==> src/hdl/lbf_pkg.sv <==
`default_nettype none

package lbf_pkg;

  localparam int unsigned BUFFER_DEPTH_DEF = 4096;
  localparam int unsigned CHUNK_BYTES_DEF  = 14;
  localparam int unsigned FRAME_WORDS_DEF  = 8;

  localparam int unsigned WORD_W    = 16;
  localparam int unsigned SIZE_W    = 16;
  localparam int unsigned SRC_W     = 13;
  localparam int unsigned POS_W     = 13;
  localparam int unsigned CHUNK_W   = 4;
  localparam int unsigned WIDX_W    = 3;
  localparam int unsigned BADDR_W   = 12;
  localparam int unsigned CFG_IDX_W = 3;

  // Request codes.
  localparam logic [1:0] REQ_LOAD  = 2'd0;
  localparam logic [1:0] REQ_START = 2'd1;
  localparam logic [1:0] REQ_WORD  = 2'd2;

  // Configuration register indexes.
  localparam logic [CFG_IDX_W-1:0] CFG_BLOCK_MAX_SIZE  = 3'd0;
  localparam logic [CFG_IDX_W-1:0] CFG_SOURCE_SIZE     = 3'd1;
  localparam logic [CFG_IDX_W-1:0] CFG_INIT_COMMAND    = 3'd2;
  localparam logic [CFG_IDX_W-1:0] CFG_CONTENT_COMMAND = 3'd3;
  localparam logic [CFG_IDX_W-1:0] CFG_PLAYER_ID       = 3'd4;

  typedef struct packed {
    logic [SIZE_W-1:0] block_max_size;
    logic [SRC_W-1:0]  source_size;
    logic [WORD_W-1:0] init_command;
    logic [WORD_W-1:0] content_command;
    logic [WORD_W-1:0] player_id;
  } lbf_cfg_t;

  // Everything about one result word except the buffer bytes.
  typedef struct packed {
    logic [WORD_W-1:0] word;
    logic              use_mem;
    logic              lo_ok;
    logic              hi_ok;
    logic              last;
    logic              done;
  } lbf_meta_t;

endpackage

`default_nettype wire

==> src/hdl/lbf_ifs.sv <==
`default_nettype none


interface lbf_rsp_if import lbf_pkg::*; ();
  logic              valid;
  logic              ready;
  logic [WORD_W-1:0] link_word;
  logic              frame_last;
  logic              block_done;

  modport source (output valid, output link_word, output frame_last, output block_done,
                  input ready);
  modport sink (input valid, input link_word, input frame_last, input block_done,
                output ready);
endinterface


`default_nettype wire

==> src/hdl/lbf_out_stage.sv <==
`default_nettype none

module lbf_out_stage import lbf_pkg::*; (
  input  wire logic       clk,
  input  wire logic       rst,
  input  wire logic       meta_valid,
  input  wire lbf_meta_t  meta,
  input  wire logic [7:0] rd_data0,
  input  wire logic [7:0] rd_data1,
  output logic            take,
  lbf_rsp_if.source       rsp
);

  logic      s1_valid;
  lbf_meta_t s1_meta;
  logic      out_free;
  logic      s1_move;
  logic [WORD_W-1:0] word;

  assign out_free = !rsp.valid || rsp.ready;
  assign s1_move  = s1_valid && out_free;
  assign take     = !s1_valid || out_free;

  always_comb begin
    if (s1_meta.use_mem) begin
      word = {s1_meta.hi_ok ? rd_data1 : 8'h00, s1_meta.lo_ok ? rd_data0 : 8'h00};
    end else begin
      word = s1_meta.word;
    end
  end

  always_ff @(posedge clk) begin
    if (rst) begin
      s1_valid  <= 1'b0;
      rsp.valid <= 1'b0;
    end else begin
      if (take) begin
        s1_valid <= meta_valid;
      end
      if (out_free) begin
        rsp.valid <= s1_valid;
      end
    end
  end

  always_ff @(posedge clk) begin
    if (take) begin
      s1_meta <= meta;
    end
    if (s1_move) begin
      rsp.link_word  <= word;
      rsp.frame_last <= s1_meta.last;
      rsp.block_done <= s1_meta.done;
    end
  end

endmodule

`default_nettype wire

==> src/flat_wrapper.sv <==
// flat-port wrapper written by rule: the top's interface ports become plain ports
module lbf_out_stage_flat import lbf_pkg::*;
  (clk, rst, meta_valid, meta, rd_data0, rd_data1, take, rsp_valid, rsp_link_word, rsp_frame_last, rsp_block_done, rsp_ready);
  lbf_rsp_if rsp_i ();
  input  wire logic clk;
  input  wire logic rst;
  input  wire logic meta_valid;
  input  wire lbf_meta_t meta;
  input  wire logic [7:0] rd_data0;
  input  wire logic [7:0] rd_data1;
  output logic take;
  output wire logic [$bits(rsp_i.valid)-1:0] rsp_valid;
  output wire logic [$bits(rsp_i.link_word)-1:0] rsp_link_word;
  output wire logic [$bits(rsp_i.frame_last)-1:0] rsp_frame_last;
  output wire logic [$bits(rsp_i.block_done)-1:0] rsp_block_done;
  input wire logic [$bits(rsp_i.ready)-1:0] rsp_ready;
  assign rsp_valid = rsp_i.valid;
  assign rsp_link_word = rsp_i.link_word;
  assign rsp_frame_last = rsp_i.frame_last;
  assign rsp_block_done = rsp_i.block_done;
  assign rsp_i.ready = rsp_ready;
  lbf_out_stage u_core (.clk(clk), .rst(rst), .meta_valid(meta_valid), .meta(meta), .rd_data0(rd_data0), .rd_data1(rd_data1), .take(take), .rsp(rsp_i));
endmodule
==> config.mk <==
export PLATFORM = sky130hd
export DESIGN_NAME = lbf_out_stage_flat
export DESIGN_NICKNAME = d
export VERILOG_FILES = /design/src/hdl/lbf_pkg.sv /design/src/hdl/lbf_ifs.sv /design/src/hdl/lbf_out_stage.sv /design/src/flat_wrapper.sv
export SDC_FILE = /design/constraint.sdc
export NUM_CORES = 1
export LEC_CHECK = 0
export BUFFER_PORTS_ARGS = -buffer_cell sky130_fd_sc_hd__buf_2
export CAP_MARGIN = 15
export CORE_MARGIN = 5
export CORE_UTILIZATION = 35
export CTS_BUF_LIST = sky130_fd_sc_hd__clkbuf_16
export DETAILED_ROUTE_END_ITERATION = 12
export PLACE_DENSITY = 0.61
export SYNTH_ARGS = -nofsm -noshare
export SYNTH_HDL_FRONTEND = slang
export SYNTH_SLANG_ARGS = --single-unit
==> constraint.sdc <==
create_clock -name clk -period 2.1 [get_ports clk]
set_input_delay 0.21 -clock clk [delete_from_list [all_inputs] [get_ports clk]]
set_output_delay 0.21 -clock clk [all_outputs]
set_load 0.03 [all_outputs]
# ---- Word level (Yosys, flattened, before mapping)
# Index checks and enable logic that the tools add are counted.
dict set report totals {
  out_inout_bits 20
  register_bits 41
}
dict set report classes {
  reduce_logical 5
  muxes 3
}
# cell n
set op_table {}
lappend op_table {{2-to-1 mux 16 bit} 1}
lappend op_table {{2-to-1 mux 8 bit} 2}
lappend op_table {{zero test 1 bit} 2}
lappend op_table {{logical OR 1 bit} 2}
lappend op_table {{logical AND 1 bit} 1}

# ---- Logic depth before layout (Yosys ltp)
dict set report logic_depth {
  ltp_word 3
  ltp_mapped 3
  depth_no_buf 2
}

# ---- Worst setup path after synthesis
# Ideal clock, no wire load.
dict set report synth_timing {
  kind {register to register}
  startpoint {register u_core.rsp.valid}
  endpoint {register u_core.s1_meta[0] (netlist bit), enable pin}
  stages_incl_launch_ff 2
  arrival_time_ns 1.292
  path_slack_ns 0.257
  n_path_buf 0
  required_time_ns 1.549
  period_less_slack_ns 1.843
  path_cell_list {dfxtp_1 > nand3b_1}
}
dict set report synth_via {
  elab_chain_cells 3
}
# item line
set synth_lines {}
lappend synth_lines {{start, declared} lbf_ifs.sv:11} ;# modport source (output valid, output link_word, output frame_last, output block_done,
lappend synth_lines {{start signal, assigned} lbf_out_stage.sv:41} ;# rsp.valid <= s1_valid;
lappend synth_lines {{zero test 1 bit} lbf_out_stage.sv:20} ;# assign out_free = !rsp.valid || rsp.ready;
lappend synth_lines {{logical OR 1 bit} lbf_out_stage.sv:20}
lappend synth_lines {{logical OR 1 bit} lbf_out_stage.sv:22} ;# assign take = !s1_valid || out_free;
lappend synth_lines {{via take} flat_wrapper.sv:11} ;# output logic take;
lappend synth_lines {{end signal, assigned} lbf_out_stage.sv:48} ;# s1_meta <= meta;
lappend synth_lines {{end, declared} lbf_out_stage.sv:15} ;# lbf_meta_t s1_meta;
# The timed path passes the listed nets, and every way through them passes these cells.
# A chain may end at the register's enable or synchronous reset.

# ---- Worst setup path after layout
dict set report layout_timing {
  startpoint {register u_core.rsp.valid}
  endpoint {output port take}
}
dict set report layout_via {
  elab_chain_cells 3
}
# item line
set layout_lines {}
lappend layout_lines {{zero test 1 bit} lbf_out_stage.sv:20}
lappend layout_lines {{logical OR 1 bit} lbf_out_stage.sv:20}
lappend layout_lines {{logical OR 1 bit} lbf_out_stage.sv:22}
lappend layout_lines {{end, declared} flat_wrapper.sv:11}
# Every way passes these cells.

==> results.txt <==
final setup violation count: 0
commonest non-fill, non-tap cell in the layout: buf_2
synth unique cells: 13
Final Critical Period: 1530 ps
via count: 843
antenna-violating nets left: 0
Synth Area in XOR/XNOR: 0%
first-pass GRT wire length: 4220 um
total track usage: 10.4%
most frequent cells in the layout: buf_2 (60), edfxtp_1 (39), a22o_1 (14)
layout cell share with drive strength beyond 1: 48.9%
worst hold path type: in2reg
Synth top area share: 81.0%
CP Class: reg2out
CP startpoint kind: register
diode count: 0
vias per cell: 4.41
RSZ-0062 raised after global routing: false
initial antenna violation count: 0
final core occ: 48.3%
# hold bufs at CTS: 0
Placed Area: 0.00179 mm^2
CTS tree: done
CP Data Arrival Time: 1320 ps
YS warnings: 0
CP peak stage delay: 360 ps
GR peak layer: met2
Placed Cells: 183
Clock transition at path regs: 50 ps
CP required: 1890 ps
Seq. cell area: 0.00121 mm^2
number of fill cells: 356
Initial Util: 36.1%
Mean Syn Cell Area: 19.5 um^2
final instance area: 0.00193 mm^2
critical path cell sequence: nand3b_1 -> buf_2
total negative slack: 0 ps
Max Fanout on Critical Path: 11
CTS resizes: 0
adder-cell area share of the yosys netlist: 0%
I/O pins: 61
Max Cap Viol: 0
root buf cell: clkbuf_16
post-synthesis mux area share: 0%
Max rail drop VDD: 0.000582 V
first-pass iteration count of the detailed router: 4
Cell Area, Synth: 0.00145 mm^2
Final Instance Count excl. Fillers: 191
final hold vios: 0
skew final: 8.76 ps
CTS Buf Count: 5
area of the multi-input gates: 185 um^2
gr ovfl total: 0
Final Slew Violations: 0
Post-Synth Simple-Gate Area: 2.94%
drc violations: 0
synthesis-to-layout area growth: 33.8%
Area contributors post-synth: edfxtp_1 (81%), a22o_1 (8.5%), dfxtp_1 (2.8%)
normalized max-slew margin: 67.8%
post-CTS setup buffers: 0
met1 Use GR: 11.5%
routed len/inst: 14.4 um
M2 GR Usage: 18.0%
Overall Power: 1.81 mW
H-tree depth: 2
Leak Pwr: 0.817 nW
die width: 74.3 um
hpwl dp: 2080 um
Iter 0 DRT Violations: 22
sequential fraction of the synthesis area: 83.8%
f_max: 655 MHz
Worst Tran Pin Value: 482 ps
DIE AREA: 0.00551 mm^2
Mapped Nets: 115
largest net degree at the start of global routing: 19
worst-skew pair later-pin latency: 280 ps
die height: 74.3 um
fin nets: 181
crit path max-delay cell type: nand3b_1
FF-to-FF setup slack: 780 ps
final WL: 2750 um
clock sink count: 41
leading area contributor after synthesis: edfxtp_1
vias in the first global route: 920
Cell Pwr Density: 938 mW/mm^2
Final Cycle Share: 72.7%
Longest Clk Path Bufs: 2
GPL Wtd Cong: 0.670
CP endpoint kind: primary output
Core ar.: 0.00400 mm^2
PortBufs: 60
met3 Track Usage GR: 5.00%
Mapped Cells: 74
Compound-Gate Fraction of Synth Area: 9.87%
outcome: complete, no violations
flops & latches, synth: 41
# rows: 23
main combinational cell family by area after synthesis: compound AO/OA/AOI/OAI gates
-- metrics by stage --
step	hold slack, ps	setup WS (ps)
finish	101	574
global route	97.2	489
CTS	92.7	555
detailed placement	387	754
global placement	379	796
floorplan	279	257
-- critical path: cells and delay by family (launching register included) --
family	cells	cell delay (ps)
simple gates	1	360
buf+inv	1	320
flops	1	350
-- flip-flops by register name, summed over array words and instances, names as in the netlist --
signal and flops:
u_core.rsp.frame_last 1, u_core.rsp.valid 1, u_core.s1_valid 1, u_core.rsp.block_done 1, u_core.rsp.link_word 16, u_core.s1_meta 21
-- layout make-up --
class | count | share of cell area, %
Sequential cell | 41 | 62.7
Tap cell | 50 | 3.24
Inverter | 5 | 0.971
Timing Repair Buffer | 62 | 16.3
Multi-Input combinational cell | 25 | 9.58
Clock buffer | 5 | 6.47
Clock inverter | 3 | 0.777
-- kinds of logic after synthesis --
logic type | Yosys count
DFF | 41
AOI/OAI and AO/OA | 18
buffers and inverters | 8
and+or+nand+nor | 7
-- worst paths after layout --
path	startpoint	to	cells past startpoint
worst min-delay path	rst	u_core.s1_valid	2
worst min register to register	u_core.s1_meta[1]	u_core.rsp.frame_last	0
worst max-delay path	u_core.rsp.valid	take	2
worst max register to register	u_core.rsp.valid	u_core.s1_meta[16]	2
-- metal layers --
| layer | vias to the layer above | routed length (um) |
|---|---|---|
| met5 | - | 0 |
| met4 | 0 | 29 |
| met3 | 4 | 274 |
| met2 | 36 | 1400 |
| met1 | 381 | 1040 |
| li1 | 422 | - |
-- report_power, final --
| group | switching, mW | internal (mW) |
|---|---|---|
| clock | 0.274 | 0.431 |
| combinational | 0.0844 | 0.0613 |
| sequential | 0.0148 | 0.948 |
-- synthesized netlist by cell type --
cell type and n:
a21oi_1 2, nand3b_1 1, inv_2 1, and2_1 3, o21ai_0 2, dfxtp_1 2, buf_4 1, buf_6 2
nand3_1 2, a22o_1 14, edfxtp_1 39, inv_1 4, nand2b_1 1
Power figures use the tool's default switching activity.
