==> src/hdl/lbf_pkg.sv <==
`default_nettype none

package lbf_pkg;

  localparam int unsigned BUFFER_DEPTH_DEF = 4096;
  localparam int unsigned CHUNK_BYTES_DEF  = 14;
  localparam int unsigned FRAME_WORDS_DEF  = 8;

  localparam int unsigned WORD_W    = 16;
  localparam int unsigned SIZE_W    = 16;
  localparam int unsigned SRC_W     = 13;
  localparam int unsigned POS_W     = 13;
  localparam int unsigned CHUNK_W   = 4;
  localparam int unsigned WIDX_W    = 3;
  localparam int unsigned BADDR_W   = 12;
  localparam int unsigned CFG_IDX_W = 3;

  // Request codes.
  localparam logic [1:0] REQ_LOAD  = 2'd0;
  localparam logic [1:0] REQ_START = 2'd1;
  localparam logic [1:0] REQ_WORD  = 2'd2;

  // Configuration register indexes.
  localparam logic [CFG_IDX_W-1:0] CFG_BLOCK_MAX_SIZE  = 3'd0;
  localparam logic [CFG_IDX_W-1:0] CFG_SOURCE_SIZE     = 3'd1;
  localparam logic [CFG_IDX_W-1:0] CFG_INIT_COMMAND    = 3'd2;
  localparam logic [CFG_IDX_W-1:0] CFG_CONTENT_COMMAND = 3'd3;
  localparam logic [CFG_IDX_W-1:0] CFG_PLAYER_ID       = 3'd4;

  typedef struct packed {
    logic [SIZE_W-1:0] block_max_size;
    logic [SRC_W-1:0]  source_size;
    logic [WORD_W-1:0] init_command;
    logic [WORD_W-1:0] content_command;
    logic [WORD_W-1:0] player_id;
  } lbf_cfg_t;

  // Everything about one result word except the buffer bytes.
  typedef struct packed {
    logic [WORD_W-1:0] word;
    logic              use_mem;
    logic              lo_ok;
    logic              hi_ok;
    logic              last;
    logic              done;
  } lbf_meta_t;

endpackage

`default_nettype wire

==> src/hdl/lbf_ifs.sv <==
`default_nettype none


interface lbf_cfg_if import lbf_pkg::*; ();
  logic                 valid;
  logic                 ready;
  logic [CFG_IDX_W-1:0] index;
  logic [WORD_W-1:0]    data;

  modport source (output valid, output index, output data, input ready);
  modport sink (input valid, input index, input data, output ready);
endinterface

`default_nettype wire

==> src/hdl/lbf_cfg_regs.sv <==
`default_nettype none

module lbf_cfg_regs import lbf_pkg::*; (
  input  wire logic clk,
  input  wire logic rst,
  lbf_cfg_if.sink   cfg,
  output lbf_cfg_t  regs
);

  assign cfg.ready = 1'b1;

  always_ff @(posedge clk) begin
    if (rst) begin
      regs <= '0;
    end else if (cfg.valid) begin
      case (cfg.index)
        CFG_BLOCK_MAX_SIZE:  regs.block_max_size  <= cfg.data;
        CFG_SOURCE_SIZE:     regs.source_size     <= cfg.data[SRC_W-1:0];
        CFG_INIT_COMMAND:    regs.init_command    <= cfg.data;
        CFG_CONTENT_COMMAND: regs.content_command <= cfg.data;
        CFG_PLAYER_ID:       regs.player_id       <= cfg.data;
        default: ;
      endcase
    end
  end

endmodule

`default_nettype wire

==> src/flat_wrapper.sv <==
// flat-port wrapper written by rule: the top's interface ports become plain ports
module lbf_cfg_regs_flat import lbf_pkg::*;
  (clk, rst, regs, cfg_valid, cfg_index, cfg_data, cfg_ready);
  lbf_cfg_if cfg_i ();
  input  wire logic clk;
  input  wire logic rst;
  output lbf_cfg_t regs;
  input wire logic [$bits(cfg_i.valid)-1:0] cfg_valid;
  input wire logic [$bits(cfg_i.index)-1:0] cfg_index;
  input wire logic [$bits(cfg_i.data)-1:0] cfg_data;
  output wire logic [$bits(cfg_i.ready)-1:0] cfg_ready;
  assign cfg_i.valid = cfg_valid;
  assign cfg_i.index = cfg_index;
  assign cfg_i.data = cfg_data;
  assign cfg_ready = cfg_i.ready;
  lbf_cfg_regs u_core (.clk(clk), .rst(rst), .cfg(cfg_i), .regs(regs));
endmodule
==> config.mk <==
export PLATFORM = sky130hd
export DESIGN_NAME = lbf_cfg_regs_flat
export DESIGN_NICKNAME = d
export VERILOG_FILES = /design/src/hdl/lbf_pkg.sv /design/src/hdl/lbf_ifs.sv /design/src/hdl/lbf_cfg_regs.sv /design/src/flat_wrapper.sv
export SDC_FILE = /design/constraint.sdc
export NUM_CORES = 1
export LEC_CHECK = 0
export ABC_CLOCK_PERIOD_IN_PS = 1000
export BUFFER_PORTS_ARGS = -buffer_cell sky130_fd_sc_hd__buf_2
export CORE_ASPECT_RATIO = 1.2
export CORE_MARGIN = 2
export CORE_UTILIZATION = 45
export CTS_CLUSTER_DIAMETER = 60
export CTS_CLUSTER_SIZE = 20
export DETAILED_ROUTE_END_ITERATION = 7
export PLACE_DENSITY_LB_ADDON = 0.15
export SYNTH_ARGS = -nofsm -noshare
export SYNTH_HDL_FRONTEND = slang
export SYNTH_SLANG_ARGS = --single-unit
==> constraint.sdc <==
create_clock -name clk -period 1 [get_ports clk]
set_clock_uncertainty 0.15 [all_clocks]
set_input_delay 0.05 -clock clk [delete_from_list [all_inputs] [get_ports clk]]
set_output_delay 0.05 -clock clk [all_outputs]
set_load 0.05 [all_outputs]
Yosys cells after proc, flatten, opt, wreduce, memory -nomap -nowiden. Index checks and enable logic that the tools add are counted.

Output and inout port bits: 78. Flip-flop bits (word level): 77. Input bits: 22.

Equal/unequal tests: 4. Reduce and logical (&&, ||, !) cells: 6.

Operators by type and width (count): $reduce_and 2->1 (5); $eq 3x2->1 const B (2); $eq 3x1->1 const B (1); $eq 3x3->1 const B (1); $logic_not 3->1 (1).

Longest topological paths before layout. Gate-level depths: netlist of run 1.

Word-level depth: 2. Depth in mapped cells: 4.

Worst setup path before layout of run 1. No wires, ideal clock.

Kind: input to register. Start: in cfg_index[1]. End: reg u_core.regs[66] (netlist name). Library setup time: 0.122 ns. Arrival time: 0.849 ns. Data required time: 0.728 ns. Stages on the path: 3. Path slack: -0.121 ns. Cell sequence: or4b_1 buf_6 mux2i_1.

Cells in the longest elaborated chain, start to end: 2.

RTL lines: start: declaration (line flat_wrapper.sv:9) `input wire logic [$bits(cfg_i.index)-1:0] cfg_index;`; $logic_not 3->1 (line lbf_cfg_regs.sv:16) `case (cfg.index)`; $reduce_and 2->1 (no source line).

Every way passes these cells. A chain may end at the register's enable or synchronous reset.

Final worst setup path of run 1.
Start: reg u_core.regs[46] (netlist name). End: out regs[46] (netlist bit).

RTL lines: end: declaration (line flat_wrapper.sv:7) `output lbf_cfg_t regs;`.

No word-level cell between the ends.

==> summary.txt, run 1 <==
Port Buf Inserts: 98
Tmin final: 1.046 ns
EDFF count, synth: 0
Critical Path Start: u_core.regs[46]
maximum vdd drop: 0.9740 mV
post-synth top area share: 49.72%
top cells by area, synth: dfxtp_1 50%, mux2i_1 25%, nand2b_1 19%
post-layout util: 76.63%
Final setup viols: 77
Synth Instances: 276
R2R setup slack: 0.01 ns
Yosys cell types: 14
root buffer cell: clkbuf_8
chip height: 94.93 um
post-route insts no fill: 517
Die ar.: 7573 um2
Max Cap Violations: 0
Layout area overhead: 67.35%
H-tree levels: 3
pin count of the biggest net entering global routing: 24
placeable core region: 6771 um2
routed via count: 2,478
HP Class: input port to flop
routed wire length: 8191 um
fmax: 955.8 MHz
most flop-heavy register: u_core.regs
Hold Crit Start: cfg_index[1]
CP peak stage delay: 0.36 ns
r2r startpoint: u_core.regs[35]
Data arrival, critical path: 0.85 ns
Max FO, Critical Path: 2
die width: 79.78 um
startpoint types: flop
number of buffers created by CTS: 9
DRT iter0 DRCs: 40
maximum clock path buffer count: 2
grt total ovfl: 0
leakage: 2.495 nW
most common cell in the netlist: nand2b_1
Pre-antenna DRT Iters: 4
Pwr per Cell Area: 1242 nW/um2
antenna viol nets, final: 0
I/O pins: 100
Most used DFF post-synth: dfxtp_1
Initial Util: 45.79%
FP Rows: 33
Post-Syn Area: 3100 um2
DRC errors left: 0
ANT cells: 0
Yosys reg bits: 77
number of global-route vias before repair: 2,443
CTS tree: yes
WP buf/inv: 1
status: complete, but fails checks
first-pass GRT wire length: 12,200 um
WP data required: 0.80 ns
vias per cell: 4.793
post-route setup TNS: -2.549 ns
Crit Path Category: flop to output pin
Final nets: 447
number of synthesis warnings: 0
failing checks: negative setup slack
RSZ-0062 raised after global routing: true
max reg flops: 77
post-synthesis sequential area ratio: 49.72%
Commonest cells post-synth: 93 x nand2b_1, 77 x dfxtp_1, 77 x mux2i_1
clk sinks: 77
CP max-delay cell: dfxtp_2
GRT Overall Usage: 21.46%
Worst setup EP type: output pin
Clk Latency, worst-skew pair: 0.33 ns
Crit path max-delay family: flip-flops
synthesized net count: 298
post-DP HPWL: 4822 um
post-synth top area cell: dfxtp_1
Post-synth ARST share: 0%
Regs by FF count: u_core.regs x77
critical path, cell by cell: buf_8
final worst slack: -0.04625 ns
share of cells above drive strength 1: 55.81%
RD Place Congestion: 0.7143
initial antenna violation count: 0
Worst-path clk slew: 0.08 ns
dpl cells: 461
part of the cycle the worst path needs: 104.6%
Hold Fails Final Rpt: 0
Final Max Slew Viols: 0
syn_area_per_cell: 11.23 um2
WL/cell: 15.84 um
==> final cells by class <==
type,instances,area (um2)
timing repair buffer,158,1754
sequential,77,1638
fill,425,1583
multi-input combinational,179,1504
clock buffer,12,135.1
tap,87,108.9
clock inverter,4,48.80
==> power by group <==
part / internal (W) / leakage [nW] / switching [W]
clock: 0.00115 / 0.0943 / 0.00113
combinational: 0.000459 / 1.74 / 0.000497
sequential: 0.00314 / 0.661 / 0.0000610
==> timing repair <==
action,4_1_cts,5_1_grt
gates resized for setup,209,32
endpoints found under the setup margin,77,78
endpoints found under the hold margin,73,0
hold buffers,16,0
buffers inserted,8,16
pin swaps,0,0
==> worst paths after layout <==
check | to | cells past startpoint
worst max register to register | u_core.regs[35] | 4
worst min register to register | u_core.regs[23] | 2
worst max-delay path | regs[46] | 1
worst min-delay path | u_core.regs[69] | 3
==> per-layer routing <==
layer / global-route usage (%) / share of wire (%)
met2: 36.83 / 53
met1: 25.82 / 42
met4: 9.322 / 1.1
met5: 0 / 0
met3: 4.589 / 4.0
==> cells by family (layout without fill, tap and decap cells) <==
group,Yosys count,after routing,synth area share [%]
other,1,1,0.1209
flip-flops,77,77,49.72
AND/OR/NAND/NOR,101,101,21.95
buffers and inverters,20,174,3.349
multiplexers,77,77,24.86
==> placed cells by master, fill, tap and decap left out, types with 2 or more instances in the layout <==
| cell type | instances |
|---|---|
| mux2i_1 | 76 |
| dfxtp_2 | 77 |
| buf_6 | 8 |
| buf_2 | 21 |
| clkbuf_8 | 9 |
| buf_8 | 70 |
| buf_4 | 41 |
| clkbuf_1 | 3 |
| nand4bb_1 | 3 |
| clkinv_2 | 2 |
| nand2b_1 | 90 |
| dlygate4sd3_1 | 16 |
| nand2b_4 | 2 |
| buf_12 | 2 |
==> per-stage QoR <==
| step | setup WS, ns | total power (W) | instance area [um2] | hold WS (ns) |
|---|---|---|---|---|
| floorplan | -0.1052 | 0.003751 | 3188 | 0.1036 |
| finish | -0.04625 | 0.006444 | 5189 | 0.04321 |
| global route | -0.08582 | 0.006650 | 5189 | 0.04008 |
| detailed placement | -0.2699 | 0.003975 | 3865 | 0.2556 |
| CTS | -0.06773 | 0.006431 | 4932 | 0.01109 |
| global placement | -0.2585 | 0.003969 | 3865 | 0.2530 |
(Power assumes the default switching activity.)
==> run 2: changes to the inputs <==
==> constraint.sdc (replaced) <==
create_clock -name clk -period 1 [get_ports clk]
set_clock_uncertainty 0.15 [all_clocks]
set_input_delay 0.2 -clock clk [delete_from_list [all_inputs] [get_ports clk]]
set_output_delay 0.2 -clock clk [all_outputs]
set_load 0.05 [all_outputs]
==> summary.txt, run 2 (synthesized netlist as in run 1, its figures left out) <==
status: complete, but fails checks
failing checks: negative setup slack
P_int: 0.004777 W (+0.42%)
final instance area: 5126 um2 (-1.2%)
Crit path max-delay family: flip-flops
Place WS: -0.4196 ns (-0.1498 ns)
die width: 79.78 um (unchanged)
HP Class: input port to flop
root buffer cell: clkbuf_8
Sequential Power Share: 49.8% (about the same)
RD Place Congestion: 0.7065 (-1.1%)
routed wire length: 8263 um (+0.88%)
Max FO, Critical Path: 2 (unchanged)
leakage: 2.454 nW (-1.6%)
Max Cap Violations: 0 (unchanged)
Hold Path End: u_core.regs[31]
H-tree levels: 3 (unchanged)
Final setup viols: 85 (+10%)
Layout area overhead: 65.34%
chip height: 94.93 um (unchanged)
Hold Fails Final Rpt: 0 (unchanged)
commonest non-fill, non-tap cells in the layout: 93 x nand2b_1, 77 x dfxtp_2, 76 x mux2i_1, 75 x buf_8, 37 x buf_4
first-pass GRT wire length: 12,730 um (+4.4%)
DRC errors left: 0 (unchanged)
Pwr per Cell Area: 1257 nW/um2 (+1.2%)
CTS tree: yes
ANT cells: 0 (unchanged)
FP Rows: 33 (unchanged)
post-DP HPWL: 5021 um (+4.1%)
placeable core region: 6771 um2 (unchanged)
Data arrival, critical path: 0.85 ns (about the same)
share of cells above drive strength 1: 58.27% (+2.5 points)
I/O pins: 100 (unchanged)
routed via count: 2,460 (-0.73%)
RR Endpoint: u_core.regs[19]
initial antenna violation count: 0 (unchanged)
Pre-antenna DRT Iters: 4 (unchanged)
vias per cell: 4.881 (+1.8%)
Hold Crit Start: cfg_data[15]
r2r startpoint: u_core.regs[19]
startpoint types: flop
commonest non-fill, non-tap cell in the layout: nand2b_1
Final Max Slew Viols: 0 (unchanged)
Tmin final: 1.205 ns (+0.1584 ns)
most flop-heavy register: u_core.regs
maximum clock path buffer count: 2 (unchanged)
GRT Overall Usage: 22.08% (+0.62 points)
Final nets: 436 (-2.5%)
Post-CTS Hold Buffers: 0 (-16)
Regs by FF count: u_core.regs x77
Clk Latency, worst-skew pair: 0.33 ns (about the same)
part of the cycle the worst path needs: 120.5% (+16 points)
hold path depth: 3 (unchanged)
CP max-delay cell: dfxtp_2
WP buf/inv: 1 (unchanged)
maximum vdd drop: 1.004 mV (+3.1%)
clk sinks: 77 (unchanged)
grt total ovfl: 0 (unchanged)
RSZ-0062 raised after global routing: true
number of global-route vias before repair: 2,512 (+2.8%)
antenna viol nets, final: 0 (unchanged)
net switching fraction of the power: 25.87% (-0.30 points)
CP peak stage delay: 0.36 ns (about the same)
WP data required: 0.65 ns (-0.15 ns)
DRT iter0 DRCs: 102 (+160%)
Initial Util: 45.79% (unchanged)
final worst slack: -0.2047 ns (-0.1584 ns)
P_sw: 0.001667 W (-1.2%)
number of buffers created by CTS: 9 (unchanged)
max reg flops: 77 (unchanged)
pin count of the biggest net entering global routing: 24 (unchanged)
WL/cell: 16.39 um (+3.5%)
Die ar.: 7573 um2 (unchanged)
Worst setup EP type: output pin
Port Buf Inserts: 98 (unchanged)
R2R cell count: 4 (unchanged)
DP Area: 3829 um2 (-0.94%)
Crit Path Category: flop to output pin
combinational power share: 14.6% (-0.2 points)
Worst-path clk slew: 0.08 ns (about the same)
critical path, cell by cell: buf_8
clock network power share: 35.7% (+0.3 points)
fmax: 830.1 MHz (-13%)
R2R setup slack: 0.02 ns (about the same)
-- run 2: cell types whose count changed in the layout (fill, tap and decap cells not counted), sizes merged --
cell / before / now
dlygate4sd3: 16 / 0
buf: 142 / 146
clkinvlp: 0 / 2
clkinv: 3 / 1
clkbuf: 12 / 10
or4b: 1 / 2
-- run 2: power groups by stage --
stage               registers, W  logic, W  clock network, W
global placement         0.00324  0.000734                 0
floorplan                0.00348  0.000272                 0
global route             0.00321  0.000989           0.00248
finish                   0.00321  0.000940           0.00230
CTS                      0.00320  0.000898           0.00234
detailed placement       0.00324  0.000741                 0
-- run 2: timing repair --
action,4_1_cts,5_1_grt
pin swaps,2,1
gates cloned,1,0
endpoints found under the hold margin,0,0
setup endpoints to repair,94,98
setup buffers,16,13
gates resized for setup,268,29
-- run 2: layer usage --
layer	up-vias	share of wire [%]	track usage (%)	wire length [um]
met5	-	0	0	0
met4	0	0.88	6.497	73
met3	7	5.0	5.832	414
met2	68	51	36.90	4208
met1	1194	43	28.02	3566
li1	1191	-	-	-
-- run 2: metrics by stage --
step | util (%) | cells | hold slack [ns] | total power (W) | setup TNS (ns)
after floorplan | - | 276 | 0.2611 | 0.003748 | -4.977
after global placement | 56.54 | 460 | 0.3034 | 0.003972 | -23.56
after detailed placement | 56.54 | 460 | 0.3104 | 0.003982 | -24.94
after CTS | 72.65 | 491 | 0.05720 | 0.006441 | -15.04
after global routing | 75.70 | 504 | 0.04426 | 0.006681 | -16.98
final | 75.70 | 504 | 0.06223 | 0.006445 | -14.15
-- run 2: how the worst max path moves through the flow --
stage	start	to	slack (ns)	depth (start not counted)
global placement	cfg_index[1]	u_core.regs[68]	-0.40	3
finish	u_core.regs[54]	regs[54]	-0.20	1
global route	u_core.regs[54]	regs[54]	-0.24	1
detailed placement	cfg_index[1]	u_core.regs[69]	-0.42	3
floorplan	cfg_index[1]	u_core.regs[68]	-0.26	3
CTS	u_core.regs[68]	regs[68]	-0.21	1
-- run 2: cell type report --
cell class	instances	area, um2
clock buffers	10	137.6
fillers	463	1645
repair buffers	146	1709
clock inverters	4	50.05
multi-input cells	180	1483
well taps	87	108.9
flip-flops and latches	77	1638
