**config.mk**
```make
export PLATFORM = sky130hd
export DESIGN_NAME = lbf_framer
export DESIGN_NICKNAME = d
export VERILOG_FILES = /design/src/hdl/lbf_pkg.sv /design/src/hdl/lbf_framer.sv
export SDC_FILE = /design/constraint.sdc
export NUM_CORES = 1
export LEC_CHECK = 0
export BUFFER_PORTS_ARGS = -buffer_cell sky130_fd_sc_hd__buf_2
export CORE_MARGIN = 1.5
export CORE_UTILIZATION = 40
export CTS_CLUSTER_DIAMETER = 30
export CTS_CLUSTER_SIZE = 25
export DETAILED_ROUTE_END_ITERATION = 7
export PLACE_DENSITY = 0.77
export SLEW_MARGIN = 20
export SYNTH_ARGS = -nofsm -noshare
export SYNTH_HDL_FRONTEND = slang
export SYNTH_SLANG_ARGS = --single-unit
```
**constraint.sdc**
```tcl
create_clock -name clk -period 2.6 [get_ports clk]
set_input_delay 0.13 -clock clk [delete_from_list [all_inputs] [get_ports clk]]
set_output_delay 0.13 -clock clk [all_outputs]
set_load 0.02 [all_outputs]
```
**src/hdl/lbf_pkg.sv**
```systemverilog
`default_nettype none

package lbf_pkg;

  localparam int unsigned BUFFER_DEPTH_DEF = 4096;
  localparam int unsigned CHUNK_BYTES_DEF  = 14;
  localparam int unsigned FRAME_WORDS_DEF  = 8;

  localparam int unsigned WORD_W    = 16;
  localparam int unsigned SIZE_W    = 16;
  localparam int unsigned SRC_W     = 13;
  localparam int unsigned POS_W     = 13;
  localparam int unsigned CHUNK_W   = 4;
  localparam int unsigned WIDX_W    = 3;
  localparam int unsigned BADDR_W   = 12;
  localparam int unsigned CFG_IDX_W = 3;

  // Request codes.
  localparam logic [1:0] REQ_LOAD  = 2'd0;
  localparam logic [1:0] REQ_START = 2'd1;
  localparam logic [1:0] REQ_WORD  = 2'd2;

  // Configuration register indexes.
  localparam logic [CFG_IDX_W-1:0] CFG_BLOCK_MAX_SIZE  = 3'd0;
  localparam logic [CFG_IDX_W-1:0] CFG_SOURCE_SIZE     = 3'd1;
  localparam logic [CFG_IDX_W-1:0] CFG_INIT_COMMAND    = 3'd2;
  localparam logic [CFG_IDX_W-1:0] CFG_CONTENT_COMMAND = 3'd3;
  localparam logic [CFG_IDX_W-1:0] CFG_PLAYER_ID       = 3'd4;

  typedef struct packed {
    logic [SIZE_W-1:0] block_max_size;
    logic [SRC_W-1:0]  source_size;
    logic [WORD_W-1:0] init_command;
    logic [WORD_W-1:0] content_command;
    logic [WORD_W-1:0] player_id;
  } lbf_cfg_t;

  // Everything about one result word except the buffer bytes.
  typedef struct packed {
    logic [WORD_W-1:0] word;
    logic              use_mem;
    logic              lo_ok;
    logic              hi_ok;
    logic              last;
    logic              done;
  } lbf_meta_t;

endpackage

`default_nettype wire

```
**src/hdl/lbf_framer.sv**
```systemverilog
`default_nettype none

module lbf_framer import lbf_pkg::*; #(
  parameter int unsigned BUFFER_DEPTH = BUFFER_DEPTH_DEF,
  parameter int unsigned CHUNK_BYTES  = CHUNK_BYTES_DEF,
  parameter int unsigned FRAME_WORDS  = FRAME_WORDS_DEF,
  localparam int unsigned AW = $clog2(BUFFER_DEPTH)
) (
  input  wire logic          clk,
  input  wire logic          rst,
  input  wire logic          accept,
  input  wire logic [1:0]    req_type,
  input  wire lbf_cfg_t      regs,
  output logic               rd_en,
  output logic      [AW-1:0] rd_addr0,
  output logic      [AW-1:0] rd_addr1,
  output logic               meta_valid,
  output lbf_meta_t          meta
);

  logic [WIDX_W-1:0]  word_index, word_index_next;
  logic               header_sent, header_sent_next;
  logic [POS_W-1:0]   read_position, read_position_next;
  logic [SRC_W-1:0]   source_left, source_left_next;
  logic [SIZE_W-1:0]  size_left, size_left_next;
  logic [CHUNK_W-1:0] chunk_valid, chunk_valid_next;
  logic               done_flag, done_flag_next;

  logic [WIDX_W-1:0]  widx_m1;
  logic [CHUNK_W-1:0] offset;
  logic [CHUNK_W:0]   offset_hi;
  logic [POS_W:0]     pos_sum;
  logic               last;
  logic [SRC_W-1:0]   src_clamp;
  logic [CHUNK_W-1:0] take_cv;
  logic [SIZE_W-1:0]  size_dec;

  always_comb begin
    widx_m1   = word_index - 1'b1;
    offset    = {widx_m1, 1'b0};
    offset_hi = {1'b0, offset} + 1'b1;
    pos_sum   = {1'b0, read_position} + (POS_W+1)'(offset);
    rd_addr0  = AW'(pos_sum);
    rd_addr1  = AW'((POS_W+1)'(pos_sum + 1'b1));
    last      = ({1'b0, word_index} + 1'b1) >= (WIDX_W+1)'(FRAME_WORDS);
    src_clamp = (32'(regs.source_size) > BUFFER_DEPTH) ? SRC_W'(BUFFER_DEPTH)
                                                       : regs.source_size;
    take_cv   = (32'(source_left) < CHUNK_BYTES) ? CHUNK_W'(source_left)
                                                 : CHUNK_W'(CHUNK_BYTES);
    size_dec  = (32'(size_left) < CHUNK_BYTES) ? size_left : SIZE_W'(CHUNK_BYTES);

    word_index_next    = word_index;
    header_sent_next   = header_sent;
    read_position_next = read_position;
    source_left_next   = source_left;
    size_left_next     = size_left;
    chunk_valid_next   = chunk_valid;
    done_flag_next     = done_flag;
    rd_en              = 1'b0;
    meta_valid         = 1'b0;
    meta               = '0;

    if (accept) begin
      case (req_type)
        REQ_START: begin
          source_left_next   = src_clamp;
          size_left_next     = regs.block_max_size;
          word_index_next    = '0;
          header_sent_next   = 1'b0;
          read_position_next = '0;
          chunk_valid_next   = '0;
          done_flag_next     = (regs.block_max_size == '0);
        end
        REQ_WORD: begin
          meta_valid = 1'b1;
          if (!header_sent) begin
            if (word_index == WIDX_W'(0)) begin
              meta.word = regs.init_command;
            end else if (word_index == WIDX_W'(1)) begin
              meta.word = size_left;
            end else if (word_index == WIDX_W'(2)) begin
              meta.word = regs.player_id;
            end
          end else if (word_index == '0) begin
            // First word of a content frame takes the next chunk.
            read_position_next = read_position + POS_W'(chunk_valid);
            if (size_left != '0) begin
              chunk_valid_next = take_cv;
              source_left_next = source_left - SRC_W'(take_cv);
              size_left_next   = size_left - size_dec;
            end else begin
              chunk_valid_next = '0;
            end
            done_flag_next = (size_left_next == '0);
            meta.word      = regs.content_command;
          end else begin
            rd_en        = 1'b1;
            meta.use_mem = 1'b1;
            meta.lo_ok   = offset < chunk_valid;
            meta.hi_ok   = offset_hi < {1'b0, chunk_valid};
          end
          meta.last = last;
          meta.done = done_flag_next;
          if (last) begin
            word_index_next  = '0;
            header_sent_next = 1'b1;
          end else begin
            word_index_next = word_index + 1'b1;
          end
        end
        default: ;
      endcase
    end
  end

  always_ff @(posedge clk) begin
    if (rst) begin
      word_index    <= '0;
      header_sent   <= 1'b0;
      read_position <= '0;
      source_left   <= '0;
      size_left     <= '0;
      chunk_valid   <= '0;
      done_flag     <= 1'b0;
    end else begin
      word_index    <= word_index_next;
      header_sent   <= header_sent_next;
      read_position <= read_position_next;
      source_left   <= source_left_next;
      size_left     <= size_left_next;
      chunk_valid   <= chunk_valid_next;
      done_flag     <= done_flag_next;
    end
  end

endmodule

`default_nettype wire

```
# ---- Word level (Yosys, flattened, before mapping)
# Index checks and enable logic that the tools add are counted.
dict set report totals {
  ff_bits 51
  inputBits 82
}
dict set report op_classes {
  reduce_logical 9
  magnitude_cmp 6
  n_addsub 9
  eq_ne 8
  muxes 44
}
# op n
set op_table {}
lappend op_table {{16-bit 2-to-1 mux} 13}
lappend op_table {{13-bit 2-to-1 mux} 6}
lappend op_table {{13-bit case mux with 2 select lines} 2}
lappend op_table {{21-bit 2-to-1 mux} 2}
lappend op_table {{16-bit logical NOT} 2}
lappend op_table {{16-bit case mux with 2 select lines} 1}
lappend op_table {{16-bit by 4-bit < comparator with 1-bit output, second input constant} 1}
lappend op_table {{4-bit 2-to-1 mux} 4}
lappend op_table {{16-bit nonzero test} 1}
lappend op_table {{16-bit subtractor} 1}
lappend op_table {{13-bit by 4-bit adder with 13-bit output} 1}
lappend op_table {{13-bit greater-than comparator, second input constant} 1}
lappend op_table {{13-bit by 4-bit < comparator with 1-bit output, second input constant} 1}
lappend op_table {{13-bit by 4-bit subtractor with 13-bit output} 1}
lappend op_table {{12-bit by 1-bit adder with 12-bit output, second input constant} 1}
lappend op_table {{12-bit by 4-bit adder with 12-bit output} 1}
lappend op_table {{1-bit 2-to-1 mux} 9}
lappend op_table {{3-bit 2-to-1 mux} 3}
lappend op_table {{2-bit != test, second input constant} 4}
lappend op_table {{4-bit case mux with 2 select lines} 1}
lappend op_table {{3-bit case mux with 2 select lines} 1}
lappend op_table {{4-bit by 1-bit adder with 5-bit output, second input constant} 1}
lappend op_table {{5-bit by 4-bit < comparator with 1-bit output} 1}
lappend op_table {{5-bit AND reduction} 1}
lappend op_table {{15 further kinds} 16}

# ---- Longest topological paths before layout
dict set report logic_depth {
  depth_word 13
  ltp_mapped 12
  mapped_depth_nobuf 10
}

# ---- Worst setup path after synthesis
# No wires, ideal clock.
dict set report synth_path {
  kind {register to output}
  startpoint {register word_index[0]}
  endpoint {output rd_addr1[11]}
  stages_incl_launch_ff 10
  required_time_ns 2.470
  slack_ns -0.518
  arrival_ns 2.988
  path_buffers 0
  cell_sequence {dfxtp_1 inv_1 ha_1 fa_1 nor2b_1 o21ai_0 nor2_1 xor2_1 nand4_1 xnor2_1}
}
dict set report synth_between {
  elab_chain_cells 3
}
# element line
set synth_lines {}
lappend synth_lines {{from (decl)} lbf_framer.sv:21} ;# logic [WIDX_W-1:0] word_index, word_index_next;
lappend synth_lines {{from (signal assigned)} lbf_framer.sv:126} ;# word_index <= word_index_next;
lappend synth_lines {{3-bit by 1-bit subtractor with 3-bit output} lbf_framer.sv:39} ;# widx_m1 = word_index - 1'b1;
lappend synth_lines {{12-bit by 4-bit adder with 12-bit output} lbf_framer.sv:42} ;# pos_sum = {1'b0, read_position} + (POS_W+1)'(offset);
lappend synth_lines {{net rd_addr0[9]} lbf_framer.sv:15} ;# output logic [AW-1:0] rd_addr0,
lappend synth_lines {{12-bit by 1-bit adder with 12-bit output} lbf_framer.sv:44} ;# rd_addr1 = AW'((POS_W+1)'(pos_sum + 1'b1));
lappend synth_lines {{to (decl)} lbf_framer.sv:16} ;# output logic [AW-1:0] rd_addr1,
# The timed path passes the listed nets, and every way through them passes these cells.

# ---- Worst setup path in the final report
dict set report layout_path {
  startpoint {register word_index[1]}
  endpoint {output rd_addr1[11]}
}
dict set report layout_between {
  elab_chain_cells 3
}
# element line
set layout_lines {}
lappend layout_lines {{3-bit by 1-bit subtractor with 3-bit output} lbf_framer.sv:39}
lappend layout_lines {{12-bit by 4-bit adder with 12-bit output} lbf_framer.sv:42}
lappend layout_lines {{12-bit by 1-bit adder with 12-bit output} lbf_framer.sv:44}
# Every way passes these cells.

==> results.json <==
{
  "setup_ws_ns": -0.3044,
  "routed_wl_mm": 14.48,
  "synth_mux_area_share_pct": 0.6759,
  "yosysUniqueCellTypes": 69,
  "ys.warnings.count": 0,
  "slew_headroom_pct": 43.87,
  "synth_top_area_share_pct": 22.53,
  "vias": 5214,
  "timing.fmax_mhz": 344.3,
  "layout.nets": 890,
  "htreeDepth": 2,
  "drtIter0Drc": 436,
  "via_per_inst": 5.631,
  "power_frac_seq_pct": 35.5,
  "synthCells": 633,
  "cp-start-kind": "register",
  "fin_worst_skew_ns": 0.01047,
  "post-place-cells": 905,
  "synth_seq_cells": 50,
  "cp.required_ns": 2.47,
  "path_class": "register to output port",
  "leakagePower_nw": 2.624,
  "drv_cap": 0,
  "clockBufferDepth": 2,
  "core-area_um2": 10840,
  "grt_pass1_vias": 4440,
  "dpl_cell_area_um2": 5548,
  "fp-row-count": 38,
  "combPwrFrac_pct": 34.8,
  "power_density_nw_per_um2": 379.8,
  "cp-end-kind": "output port",
  "rsz0062_at_grt": "true",
  "violations": "negative setup slack",
  "start_util_pct": 40.99,
  "synth_edf_count": 0,
  "cts_sinks": 50,
  "total_power_w": 0.002317,
  "gr-total-overflow": 0,
  "grt_start_max_net_pins": 36,
  "grt_pass1_wl_mm": 21.89,
  "antenna_found_initial": 0,
  "synth_area_um2": 4443,
  "clk_pin_slew_ns": 0.10,
  "seq_area_frac_synth_pct": 22.53,
  "antenna_cells": 0,
  "insertion_delay_ns": 0.32,
  "hold_slack_ns": 0.07928,
  "crit_arrival_ns": 2.77,
  "io_pins": 129,
  "first_pass_iters": 5,
  "yosys.area_share.simple_pct": 29.99,
  "die_h_um": 108.4,
  "synth_area_leaders": "dfxtp_1 (23%), a21oi_1 (9.8%), nor2_1 (6.7%)",
  "cts_root_buf": "clkbuf_8",
  "cts-buffers-inserted": 5,
  "yosysTopAreaCell": "dfxtp_1",
  "cts_tree": "yes",
  "synth-xor-area-share_pct": 5.520,
  "fin_cells": 926,
  "async_reset_ff_share_pct": 0,
  "post_synth.cell_area_avg_um2": 7.019,
  "finalCritPeriodShare_pct": 111.7,
  "cp_max_fo": 4,
  "die_area_um2": 11750,
  "track_usage_pct": 23.26,
  "wl_per_cell_um": 15.64,
  "synth_top_family_by_area": "simple AND/OR/NAND/NOR gates",
  "dp_hpwl_mm": 10.50,
  "drc": 0,
  "p_sw_w": 0.0007391,
  "numPortBuffers": 128,
  "setup_viol": 9,
  "status": "finished, violations left",
  "design_area_um2": 6101,
  "hold_viol": 0,
  "hp-class": "input port to register",
  "synthAdderAreaFrac_pct": 6.815,
  "synth-compound-area-share_pct": 27.77,
  "synth_ff_type": "dfxtp_1",
  "maxSlewViolCount": 0,
  "clock_power_share_pct": 29.8,
  "area_growth_pct": 37.31,
  "gp_congestion": 0.9490,
  "drive_gt1_share_pct": 34.99,
  "tightest_slew_ns": 0.8343,
  "p_int_w": 0.001578,
  "peakVddDrop_mv": 0.3385,
  "final_antenna_net_count": 0,
  "tns_ns": -1.361,
  "fin_crit_ns": 2.904,
  "die_w_um": 108.4,
  "swShare_pct": 31.90
}
[worst max-delay path, stage by stage (launching register included)]
cell,delay [ns]
dfxtp_2,0.36
inv_4,0.06
ha_4,0.25
buf_6,0.11
fa_2,0.40
nor2b_4,0.21
o21ai_4,0.13
nor2_4,0.17
xor2_2,0.23
nand4_1,0.21
xnor2_2,0.18
buf_4,0.16
[sequential cells by signal, summed over array words and instances, names as in the netlist]
signal,count
read_position,12
size_left,16
word_index,3
source_left,13
done_flag,1
header_sent,1
chunk_valid,4
[cells in the mapped netlist, types with 7 or more instances]
library cell and instances:
xor2_1 9, dfxtp_1 50, nand4_1 11, or3_1 7
a31oi_1 12, a22oi_1 12, nand3_1 22, clkbuf_1 32
a21o_1 10, ha_1 21, inv_1 21, xnor2_1 19
o21ai_0 32, a21oi_1 87, nand2b_1 9, nand2_1 52
nor4_1 13, nand3b_1 16, nor2_1 79, nor3_1 16
[through the flow]
step	worst slack [ns]	util (%)
floorplan	0.003212	-
global placement	0.06794	51.18
detailed placement	0.02800	51.18
CTS	-0.1852	55.09
global route	-0.4043	56.28
finish	-0.3044	56.28
[power groups by stage]
| stage | registers (W) | clock network, W | logic (W) |
|---|---|---|---|
| global placement | 0.000835 | 0 | 0.000726 |
| detailed placement | 0.000836 | 0 | 0.000727 |
| floorplan | 0.000827 | 0 | 0.000453 |
| CTS | 0.000820 | 0.000700 | 0.000779 |
| finish | 0.000822 | 0.000689 | 0.000806 |
| global route | 0.000825 | 0.000717 | 0.000877 |
[kinds of logic after synthesis]
kind of cell,after synthesis
and+or+nand+nor,262
buffers and inverters,67
xor gates and xnor gates,28
other,1
DFF,50
AOI/OAI and AO/OA,199
muxes,3
adders and majority gates,23
[cell usage in the layout (no fill, tap or decap), drive strengths merged, types with 4 or more instances in the layout]
| master | instances |
|---|---|
| dfxtp | 50 |
| o21a | 5 |
| inv | 21 |
| or4 | 7 |
| nand3 | 22 |
| a21o | 10 |
| a31oi | 12 |
| nor4 | 14 |
| nand3b | 16 |
| a22oi | 12 |
| a21oi | 87 |
| xnor2 | 19 |
| nor2 | 79 |
| a211oi | 6 |
| or3 | 8 |
| nand2b | 9 |
| nand4 | 11 |
| clkbuf | 6 |
| and2 | 6 |
| and3 | 4 |
| a221oi | 4 |
| nor2b | 4 |
| o21ai | 33 |
| nand2 | 52 |
| xor2 | 9 |
| a21boi | 6 |
| ha | 21 |
| nor3 | 17 |
| buf | 190 |
[final timing paths]
kind                                        to  slack (ns)           start  depth (start not counted)
worst max-delay path              rd_addr1[11]       -0.30   word_index[1]                         11
worst min-delay path            source_left[8]        0.08        regs[56]                          3
worst max register to register   size_left[14]        0.20    size_left[7]                         10
worst min register to register  chunk_valid[0]        0.48  source_left[0]                          2
[repair_timing]
action,4_1_cts,5_1_grt
buffers inserted,9,4
gates cloned,0,0
pin swaps,25,14
resized for setup,50,23
hold buffers,0,0
setup endpoints to repair,12,25
[final cells by class]
class | count | area [um^2]
Clock buffer | 6 | 82.58
Clock inverter | 2 | 60.06
Fill cell | 1002 | 4740
Inverter | 21 | 86.33
Multi-Input combinational cell | 517 | 3520
Sequential cell | 50 | 1022
Tap cell | 140 | 175.2
Timing Repair Buffer | 190 | 1155
[metal layers]
layer / global-route usage, % / routed length, um
met5: 0 / 0
met4: 7.143 / 284
met3: 3.677 / 1071
met2: 34.86 / 6361
met1: 34.02 / 6766
No activity file was read; power rests on OpenSTA's default activity.
